File: src/rtl/wfcdt_pkg.sv
// Package for the wave-function-collapse cell domain tracker.
// Holds the widths, item kind codes and the request/response structs shared
// by the top level, the log2 unit and the divider.
package wfcdt_pkg;

    localparam int NUM_TILES   = 64;
    localparam int TILE_W      = 6;
    localparam int TCNT_W      = 7;
    localparam int WEIGHT_BITS = 16;
    localparam int SUM_W       = 22;
    localparam int LSUM_W      = 48;
    localparam int LOG_W       = 21;
    localparam int TERM_W      = WEIGHT_BITS + LOG_W;
    localparam int RND_W       = 32;
    localparam int ENT_W       = 32;
    localparam int CNT_W       = 3;

    localparam logic [CNT_W-1:0] FULL_COUNT = 3'd4;

    localparam logic [2:0] KIND_INIT   = 3'd0;
    localparam logic [2:0] KIND_LOAD   = 3'd1;
    localparam logic [2:0] KIND_REMOVE = 3'd2;
    localparam logic [2:0] KIND_ELIM   = 3'd3;
    localparam logic [2:0] KIND_COLL   = 3'd4;

    localparam logic [1:0] REG_TILES = 2'd0;
    localparam logic [1:0] REG_WSUM  = 2'd1;
    localparam logic [1:0] REG_LSUM  = 2'd2;

    typedef struct packed {
        logic             start;
        logic [SUM_W-1:0] x;
    } log_req_t;

    typedef struct packed {
        logic             busy;
        logic [LOG_W-1:0] result;
    } log_rsp_t;

    typedef struct packed {
        logic              start;
        logic [LSUM_W-1:0] dividend;
        logic [SUM_W-1:0]  divisor;
    } div_req_t;

    typedef struct packed {
        logic              busy;
        logic [LSUM_W-1:0] quotient;
        logic [SUM_W-1:0]  remainder;
    } div_rsp_t;

endpackage

File: src/rtl/wfcdt_log2.sv
// Iterative log2 unit: normalizes a 22-bit value one bit per cycle, then
// takes sixteen fraction bits by squaring the Q1.30 mantissa. Uses wfcdt_pkg.
module wfcdt_log2 import wfcdt_pkg::*;
(
    input  logic     clk,
    input  logic     rst_n,
    input  log_req_t req,
    output log_rsp_t rsp
);

    localparam logic [1:0] PH_IDLE = 2'd0;
    localparam logic [1:0] PH_NORM = 2'd1;
    localparam logic [1:0] PH_SQ   = 2'd2;

    logic [1:0]  phase_reg;
    logic [30:0] y_reg;
    logic [4:0]  n_reg;
    logic [15:0] frac_reg;
    logic [3:0]  cnt_reg;
    logic [61:0] prod;
    logic [31:0] sq;

    // One squaring of the mantissa per cycle.
    assign prod = 62'(y_reg) * 62'(y_reg);
    assign sq   = prod[61:30];

    always_ff @(posedge clk or negedge rst_n)
    begin
        if (!rst_n)
        begin
            phase_reg <= PH_IDLE;
        end
        else
        begin
            unique case (phase_reg)
                PH_IDLE:
                begin
                    if (req.start)
                    begin
                        frac_reg <= '0;
                        cnt_reg  <= '0;
                        n_reg    <= (req.x == '0) ? 5'd0 : 5'd21;
                        y_reg    <= {req.x, 9'b0};
                        if (req.x != '0)
                        begin
                            phase_reg <= PH_NORM;
                        end
                    end
                end
                PH_NORM:
                begin
                    if (y_reg[30])
                    begin
                        phase_reg <= PH_SQ;
                    end
                    else
                    begin
                        y_reg <= {y_reg[29:0], 1'b0};
                        n_reg <= n_reg - 5'd1;
                    end
                end
                PH_SQ:
                begin
                    if (sq[31])
                    begin
                        y_reg    <= sq[31:1];
                        frac_reg <= {frac_reg[14:0], 1'b1};
                    end
                    else
                    begin
                        y_reg    <= sq[30:0];
                        frac_reg <= {frac_reg[14:0], 1'b0};
                    end
                    cnt_reg <= cnt_reg + 4'd1;
                    if (cnt_reg == 4'd15)
                    begin
                        phase_reg <= PH_IDLE;
                    end
                end
                default:
                begin
                    phase_reg <= PH_IDLE;
                end
            endcase
        end
    end

    assign rsp.busy   = (phase_reg != PH_IDLE);
    assign rsp.result = {n_reg, frac_reg};

endmodule

File: config.mk
export PLATFORM = sky130hd
export DESIGN_NAME = wfcdt_log2
export DESIGN_NICKNAME = d
export VERILOG_FILES = /design/src/rtl/wfcdt_pkg.sv /design/src/rtl/wfcdt_log2.sv
export SDC_FILE = /design/constraint.sdc
export NUM_CORES = 2
export LEC_CHECK = 0
export CORE_MARGIN = 2
export CORE_UTILIZATION = 28
export DETAILED_ROUTE_END_ITERATION = 6
export DONT_BUFFER_PORTS = 1
export SLEW_MARGIN = 20
export SYNTH_ARGS = -nofsm -noshare
export SYNTH_HDL_FRONTEND = slang
export SYNTH_SLANG_ARGS = --single-unit
export TNS_END_PERCENT = 10
File: constraint.sdc
create_clock -name clk -period 18.9 [get_ports clk]
set_clock_uncertainty 0.15 [all_clocks]
set_input_delay 4.725 -clock clk [delete_from_list [all_inputs] [get_ports clk]]
set_output_delay 4.725 -clock clk [all_outputs]
set_load 0.1 [all_outputs]
==> flow_summary.ini <==
[placed_design]
gp_congestion = 0.872
port_buffers = 0
placed_area_sq_um = 31400
dp_hpwl_mm = 64.2
dpl.cell_count = 4471

[sta]
rsz0062_at_grt = false
max_slew_margin = 0.253
layout_worst_path_cycle_share = 0.522
whs_ns = 0.442
drv_slew = 0
finalHoldViolCount = 0
tightest_slew_ns = 1.12
setup_viol = 0
fmax_mhz = 101
layout_min_cycle_time_ns = 9.86
finalSetupTns_ns = 0

[critical_path]
path_common_cell = fa_1
crit_slowest_cell = edfxtp_1
cp_max_fo = 29
crit_required_ns = 18.78
cp-end-kind = flop
cp_data_arrival_time_ns = 9.75
slowest_delay_ns = 1.06
critPathKind = flop to flop
cp-start-kind = flop
r2r_setup_slack_ns = 9.04

[cts]
cts-root-buf = clkbuf_16
ctsHoldBuffers = 0
clk_pin_slew_ns = 0.05
cts_resized = 0
cts_buffer_depth = 2
cts_tree = built
htreeDepth = 3
cts.sinks = 58
cts_setup_buffers = 0
numCtsBuffers = 9
insertion_delay_ns = 0.33

[die]
start_util = 0.283
core_area_sq_um = 106000
die_y_um = 330
row_count = 119
dieArea_sq_um = 109000
dieWidth_um = 330
pin_count = 47

[yosys]
synth_edf_count = 56
ys_ff_latch = 58
syn_nets = 4210
ys_async_sr_fraction = 0.0345
synth_warnings = 0
synthesis.area_sq_um = 29800
synth_cell_types = 61
synthCells = 3165
ys_seq_area_frac = 0.0580
syn_avg_cell_area_sq_um = 9.43
ys.flop_type = edfxtp_1

[route]
drc_errors = 0
routed_wl_mm = 78.6
ant_nets = 0
dr.max_layer_used = met5
wl_met2_mm = 38.6
wl_met3_mm = 4.69
viasPerCell = 4.55
m1WireLength_mm = 33.0
wire_per_inst_um = 17.5
vias = 20410
drtIter0Drc = 1540
first_pass_iters = 6

[finish]
stdcell_count = 4489
fin_nets = 4137
multi_input_area_sq_um = 24200
drive_above_1_share = 0.0223
largest_reg_flops = 31
fillers = 10941
final-seq-area_sq_um = 1730
design_area_sq_um = 31700
areaGrowthSynthToFinish_pct = 6.28

[global_route]
grt_pass1_wl_mm = 128
grtUsageTotal = 0.152
overflow = 0
grt_pass1_vias = 22886
antenna_found_initial = 1
grt_max_degree = 35

[worst_hold_path]
min_path_type = flop to flop

[run]
cap_violations = 0

[run_status]
status = complete, no violations
[metal layers]
metal | GRT usage | vias up
li1 | - | 9187
met1 | 0.200 | 10547
met2 | 0.256 | 559
met3 | 0.0245 | 115
met4 | 0.0442 | 2
met5 | 0 | -
[layout make-up]
class / instances / share of cell area
Timing Repair Buffer: 36 / 0.00876
Clock inverter: 6 / 0.00181
Inverter: 922 / 0.109
Antenna cell: 1 / 0.0000789
Multi-Input combinational cell: 2065 / 0.764
Clock buffer: 10 / 0.00722
Tap cell: 1391 / 0.0549
Sequential cell: 58 / 0.0546
[cell families after synthesis]
| kind of cell | count (synthesis) | share of synthesized area |
|---|---|---|
| buffers and inverters | 1042 | 0.132 |
| adders and majority gates | 1020 | 0.616 |
| and+or+nand+nor | 709 | 0.116 |
| AOI/OAI and AO/OA | 249 | 0.0519 |
| xor gates and xnor gates | 62 | 0.0182 |
| DFF | 58 | 0.0580 |
| muxes | 25 | 0.00843 |
[through the flow]
stage                     utilization  setup slack (ns)
final                           0.300              9.04
after global routing            0.300              8.59
after CTS                       0.300              9.17
after detailed placement        0.298              9.23
after global placement          0.298              9.37
after floorplan                     -             10.84
[cell usage after synthesis, types with 3 or more instances]
cell type	count	area, sq um
a211o_1	3	26.3
a211oi_1	7	52.6
a21boi_0	4	30.0
a21o_1	33	248
a21oi_1	87	435
a31o_2	3	26.3
a31oi_1	12	75.1
and2_1	207	1290
and3_1	6	37.5
buf_2	3	15.0
clkbuf_1	115	432
edfxtp_1	56	1680
fa_1	747	15000
ha_1	273	3420
inv_1	921	3460
mux2i_1	24	240
nand2_1	312	1170
nand2b_1	3	18.8
nand3_1	23	115
nand4_1	21	131
nor2_1	69	259
nor2b_1	31	194
nor3_1	10	50.1
nor3b_1	3	22.5
nor4_1	8	50.1
o211ai_1	8	60.1
o21ai_0	41	205
o21ai_1	13	65.1
o21bai_1	6	45.0
o221ai_1	7	61.3
o22ai_1	4	25.0
o31a_1	3	26.3
or2_2	4	25.0
or3_1	3	18.8
xnor2_1	35	307
xor2_1	27	236
[layout by cell type, fill, tap and decap left out, types with 4 or more instances in the layout]
master	count
a211oi_1	6
a21boi_0	4
a21o_1	33
a21oi_1	87
a31oi_1	12
and2_1	207
and3_1	6
buf_4	35
clkbuf_16	9
clkinv_2	4
edfxtp_1	56
fa_1	747
ha_1	273
inv_1	921
mux2i_1	24
nand2_1	312
nand3_1	23
nand4_1	21
nor2_1	69
nor2b_1	31
nor3_1	10
nor4_1	8
o211ai_1	8
o21ai_0	41
o21ai_1	13
o21bai_1	6
o221ai_1	7
o22ai_1	4
or2_2	4
xnor2_1	35
xor2_1	26
[final timing paths]
path	cells past startpoint	endpoint	start
worst max-delay path	26	y_reg[5]	y_reg[7]
worst min-delay path	1	cnt_reg[0]	cnt_reg[0]
worst max register to register	26	y_reg[5]	y_reg[7]
worst min register to register	1	cnt_reg[0]	cnt_reg[0]
max in group asynchronous	0	phase_reg[1]	rst_n
min in group asynchronous	0	phase_reg[0]	rst_n
[worst max-delay path, delay by kind of cell, from the launching register on]
kind	cells	cell delay [ns]
AO/OA/AOI/OAI	5	1.17
XOR/XNOR	1	0.93
adder cells (fa/ha/maj)	9	4.11
buffers and inverters	6	0.88
flip-flops	1	1.06
multiplexers	1	0.26
AND/OR/NAND/NOR	4	0.96
Power is not shown: default switching activity piles up to over one toggle a cycle in this logic, so the estimate is an artifact.
