File: src/rtl/wfcdt_pkg.sv
// Package for the wave-function-collapse cell domain tracker.
// Holds the widths, item kind codes and the request/response structs shared
// by the top level, the log2 unit and the divider.
package wfcdt_pkg;

    localparam int NUM_TILES   = 64;
    localparam int TILE_W      = 6;
    localparam int TCNT_W      = 7;
    localparam int WEIGHT_BITS = 16;
    localparam int SUM_W       = 22;
    localparam int LSUM_W      = 48;
    localparam int LOG_W       = 21;
    localparam int TERM_W      = WEIGHT_BITS + LOG_W;
    localparam int RND_W       = 32;
    localparam int ENT_W       = 32;
    localparam int CNT_W       = 3;

    localparam logic [CNT_W-1:0] FULL_COUNT = 3'd4;

    localparam logic [2:0] KIND_INIT   = 3'd0;
    localparam logic [2:0] KIND_LOAD   = 3'd1;
    localparam logic [2:0] KIND_REMOVE = 3'd2;
    localparam logic [2:0] KIND_ELIM   = 3'd3;
    localparam logic [2:0] KIND_COLL   = 3'd4;

    localparam logic [1:0] REG_TILES = 2'd0;
    localparam logic [1:0] REG_WSUM  = 2'd1;
    localparam logic [1:0] REG_LSUM  = 2'd2;

    typedef struct packed {
        logic             start;
        logic [SUM_W-1:0] x;
    } log_req_t;

    typedef struct packed {
        logic             busy;
        logic [LOG_W-1:0] result;
    } log_rsp_t;

    typedef struct packed {
        logic              start;
        logic [LSUM_W-1:0] dividend;
        logic [SUM_W-1:0]  divisor;
    } div_req_t;

    typedef struct packed {
        logic              busy;
        logic [LSUM_W-1:0] quotient;
        logic [SUM_W-1:0]  remainder;
    } div_rsp_t;

endpackage

File: src/rtl/wfcdt_div.sv
// Restoring divider, one quotient bit per cycle for a 48-bit quotient.
// Shared by the collapse modulo and the entropy quotient. Uses wfcdt_pkg.
module wfcdt_div import wfcdt_pkg::*;
(
    input  logic     clk,
    input  logic     rst_n,
    input  div_req_t req,
    output div_rsp_t rsp
);

    logic              busy_reg;
    logic [5:0]        cnt_reg;
    logic [LSUM_W-1:0] quo_reg;
    logic [SUM_W-1:0]  rem_reg;
    logic [SUM_W-1:0]  dvs_reg;
    logic [SUM_W:0]    trial;
    logic              fits;

    // Shift in the next dividend bit and try the subtraction.
    assign trial = {rem_reg, quo_reg[LSUM_W-1]};
    assign fits  = (trial >= {1'b0, dvs_reg});

    always_ff @(posedge clk or negedge rst_n)
    begin
        if (!rst_n)
        begin
            busy_reg <= 1'b0;
        end
        else if (!busy_reg)
        begin
            if (req.start)
            begin
                busy_reg <= 1'b1;
                cnt_reg  <= '0;
                quo_reg  <= req.dividend;
                rem_reg  <= '0;
                dvs_reg  <= req.divisor;
            end
        end
        else
        begin
            if (fits)
            begin
                rem_reg <= SUM_W'(trial - {1'b0, dvs_reg});
            end
            else
            begin
                rem_reg <= trial[SUM_W-1:0];
            end
            quo_reg <= {quo_reg[LSUM_W-2:0], fits};
            cnt_reg <= cnt_reg + 6'd1;
            if (cnt_reg == 6'(LSUM_W - 1))
            begin
                busy_reg <= 1'b0;
            end
        end
    end

    assign rsp.busy      = busy_reg;
    assign rsp.quotient  = quo_reg;
    assign rsp.remainder = rem_reg;

endmodule

File: config.mk
export PLATFORM = sky130hd
export DESIGN_NAME = wfcdt_div
export DESIGN_NICKNAME = d
export VERILOG_FILES = /design/src/rtl/wfcdt_pkg.sv /design/src/rtl/wfcdt_div.sv
export SDC_FILE = /design/constraint.sdc
export NUM_CORES = 1
export LEC_CHECK = 0
export BUFFER_PORTS_ARGS = -buffer_cell sky130_fd_sc_hd__buf_2
export CORE_ASPECT_RATIO = 1.5
export CORE_MARGIN = 4
export CORE_UTILIZATION = 48
export CTS_CLUSTER_DIAMETER = 50
export DETAILED_ROUTE_END_ITERATION = 10
export PLACE_DENSITY = 0.77
export SLEW_MARGIN = 20
export SYNTH_ARGS = -nofsm -noshare
export SYNTH_HDL_FRONTEND = slang
export SYNTH_SLANG_ARGS = --single-unit
File: constraint.sdc
create_clock -name clk -period 8.86 [get_ports clk]
set_clock_uncertainty 0.05 [all_clocks]
set_input_delay 0.886 -clock clk [delete_from_list [all_inputs] [get_ports clk]]
set_output_delay 0.886 -clock clk [all_outputs]
set_load 0.03 [all_outputs]
==> flow_summary_export.csv <==
group,metric,value,unit
outcome,status,"finished, final reports clean",
global_routing,antenna_found_initial,0,
yosys,synth_fa_ha_area_frac,0.0578,
clock_network,cts.sinks,99,
yosys,synth_top_family_by_area,"multiplexers",
worst_setup_path,slowest_stage,"o21ai_2",
pwr,leakagePower,2.73,nW
yosys,synth_edf_count,98,
sta,worst_pin_slew,712,ps
global_routing,grt_usage,0.196,
clock_network,clk_pin_slew,70,ps
yosys,synth_cells,422,
pwr,power.density,313,nW/um^2
place,place.gp.congestion,0.973,
final_layout,areaGrowthSynthToFinish,20.7,%
clock_network,clk_latency,350,ps
clock_network,cts-resized-gates,0,
clock_network,ctsHoldBuffers,0,
clock_network,cts_buffers,9,
clock_network,post-cts-setup-buffer-count,0,
sta,slew_headroom,0.525,
place,dp_hpwl,9.04,mm
yosys,avgSynthCellArea,12.6,sq um
worst_setup_path,start_kind,"register",
run,max_cap_violations,0,
clock_network,cts_tree,"built",
place,port_buffers,143,
global_routing,grt_pass1_vias,4074,
pwr,power,0.00201,W
routing,num_vias,3821,
floorplanning,die_w,94.0,microns
global_routing,grt_overflow_total,0,
final_layout,fin_area,6420,sq um
final_layout,final_cell_mix,"143 x buf_2, 98 x edfxtp_1, 47 x mux2_2, 38 x nor2_1, 27 x inv_1",
worst_setup_path,path_max_fanout,18,
sta,fin_crit_sh,0.379,
floorplanning,initial_core_util,0.497,
sta,fin_tns_setup,0,ps
yosys,synth_xor_area_frac,0.0346,
worst_setup_path,crit_buf_inv,1,
sta,slew_violations,0,
yosys,synth.area.mux_share,0.130,
routing,postRouteAntennaNets,0,
yosys,syn-cell-area,5320,sq um
routing,drc,0,
worst_setup_path,r2r_end,"rem_reg[9]",
place,postPlaceCellArea,6110,sq um
sta,fmax,298,MHz
yosys,yosys.area_share.simple,0.0757,
yosys,syn_nets,519,
yosys,synth.distinct_cells,55,
sta,finalSetupViolCount,0,
floorplanning,ios,144,
yosys,synth_compound_area_frac,0.0980,
yosys,ys_seq_area_frac,0.558,
worst_setup_path,timing.reg2reg.setup_slack,5510,ps
final_layout,final_common_cell,"buf_2",
final_layout,fin_nets,659,
worst_setup_path,critPathArrivalTime,3390,ps
routing,via_per_inst,5.37,
final_layout,largest_register_ff_count,48,
worst_setup_path,crit_path_frequent_cell,"o21ai_2",
worst_setup_path,rr_worst_depth,9,
routing,first_iter_violations,175,
routing,dr.pass1.iters,4,
clock_network,cts-root-buf,"clkbuf_16",
yosys,ys_ff_latch,99,
yosys,ys_warn_count,0,
global_routing,grt_pass1_wl,19.5,mm
pwr,ir_worst_vdd,0.132,mV
worst_setup_path,path_cells,"ha_1, nand3_2, o21ai_2, a21oi_2, o41a_1, o21ai_2, buf_4, mux2i_1, nor2_1",
hold_path,hp-class,"in -> async",
worst_setup_path,criticalPathCategory,"reg -> reg",
floorplanning,coreArea,10700,sq um
floorplanning,die_area,12900,sq um
sta,final_hold_viol_count,0,
yosys,async_flop_share,0.0101,
worst_setup_path,required,8900,ps
floorplanning,die_y,137,microns
yosys,synth_ff_type,"edfxtp_1",
sta,rsz0062_at_grt,"false",
worst_setup_path,critPathTopFamily,"compound AO/OA/AOI/OAI gates",
routing,drt-total-wl,12.3,mm
clock_network,htree_levels,3,
routing,drt-wirelength-per-cell,17.3,microns
global_routing,grt_max_degree,77,
sta,min_period,3350,ps
floorplanning,num_rows,46,
clock_network,clockBufferDepth,2,
worst_setup_path,max_stage_delay,600,ps
final_layout,drive_above_1_share,0.395,
worst_setup_path,critical_path.endpoint_type,"register",
worst_setup_path,r2r-start,"rem_reg[1]",
final_layout,final_util,0.600,
final_layout,n_antenna_cell,0,
==> worst register-to-register path: cells and delay by family (launching register included) <==
family / cells / cell delay (ps)
AOI/OAI and AO/OA: 4 / 1380
DFF: 1 / 430
adders and majority gates: 1 / 420
buffers and inverters: 1 / 410
muxes: 1 / 220
and+or+nand+nor: 2 / 190
==> layer usage <==
| metal | wire length [microns] | GRT usage |
|---|---|---|
| met1 | 4750 | 0.217 |
| met4 | 281 | 0.0819 |
| met2 | 6290 | 0.341 |
| met5 | 0 | 0 |
| met3 | 948 | 0.0644 |
==> synthesized netlist by cell type (2+ instances only) <==
cell / n / area share
buf_6: 3 / 0.0063
o21ai_0: 17 / 0.016
o21bai_1: 2 / 0.0028
nor3_1: 3 / 0.0028
o21ai_2: 2 / 0.0033
nand4_1: 4 / 0.0047
mux2i_1: 16 / 0.030
a21oi_1: 22 / 0.021
nor2b_1: 3 / 0.0035
a211oi_1: 5 / 0.0071
or3_1: 2 / 0.0024
ha_1: 23 / 0.054
nand3_1: 8 / 0.0075
a31oi_1: 4 / 0.0047
clkbuf_1: 5 / 0.0035
buf_1: 2 / 0.0014
o211ai_1: 3 / 0.0042
edfxtp_1: 98 / 0.55
mux2_2: 47 / 0.099
clkbuf_8: 2 / 0.0052
nor2_1: 38 / 0.027
xor2_1: 9 / 0.015
a21o_1: 6 / 0.0085
o22ai_1: 2 / 0.0024
nand2_1: 21 / 0.015
buf_2: 3 / 0.0028
xnor2_1: 12 / 0.020
nor2_2: 3 / 0.0035
o21a_1: 5 / 0.0071
inv_1: 27 / 0.019
==> per-stage QoR <==
stage                     setup WS (ps)  hold slack (ps)  cells
after floorplan                    5750              491    422
final                              5510              271    711
after global placement             5620              503    694
after detailed placement           5510              510    694
after CTS                          5490              259    710
after global routing               5260              259    711
==> layout make-up <==
type | instances | area (sq um)
Multi-Input combinational cell | 277 | 2110
Fill cell | 911 | 4280
Clock buffer | 9 | 225
Inverter | 28 | 105
Clock inverter | 7 | 62.6
Tap cell | 144 | 180
Timing Repair Buffer | 147 | 766
Sequential cell | 99 | 2970
==> power breakdown <==
group	internal, W	total (W)	switching (W)
clock network	0.000195	0.000379	0.000184
registers	0.000645	0.000706	0.0000615
logic	0.000351	0.000928	0.000577
==> logic make-up after synthesis <==
group | after synthesis
multiplexers | 63
XOR/XNOR | 21
flip-flops | 99
adder cells (fa/ha/maj) | 24
AO/OA/AOI/OAI | 80
AND/OR/NAND/NOR | 89
buffers and inverters | 46
==> worst max path at each step <==
stage,to,depth (start not counted),start,slack (ps)
global placement,rem_reg[20],9,rem_reg[1],5620
finish,rem_reg[9],9,rem_reg[1],5510
global route,rem_reg[20],12,quo_reg[47],5260
floorplan,cnt_reg[0],1,rst_n,5750
CTS,rem_reg[3],9,rem_reg[1],5490
detailed placement,rem_reg[20],9,rem_reg[1],5510
Note: power is estimated with default switching activity, not from simulation.
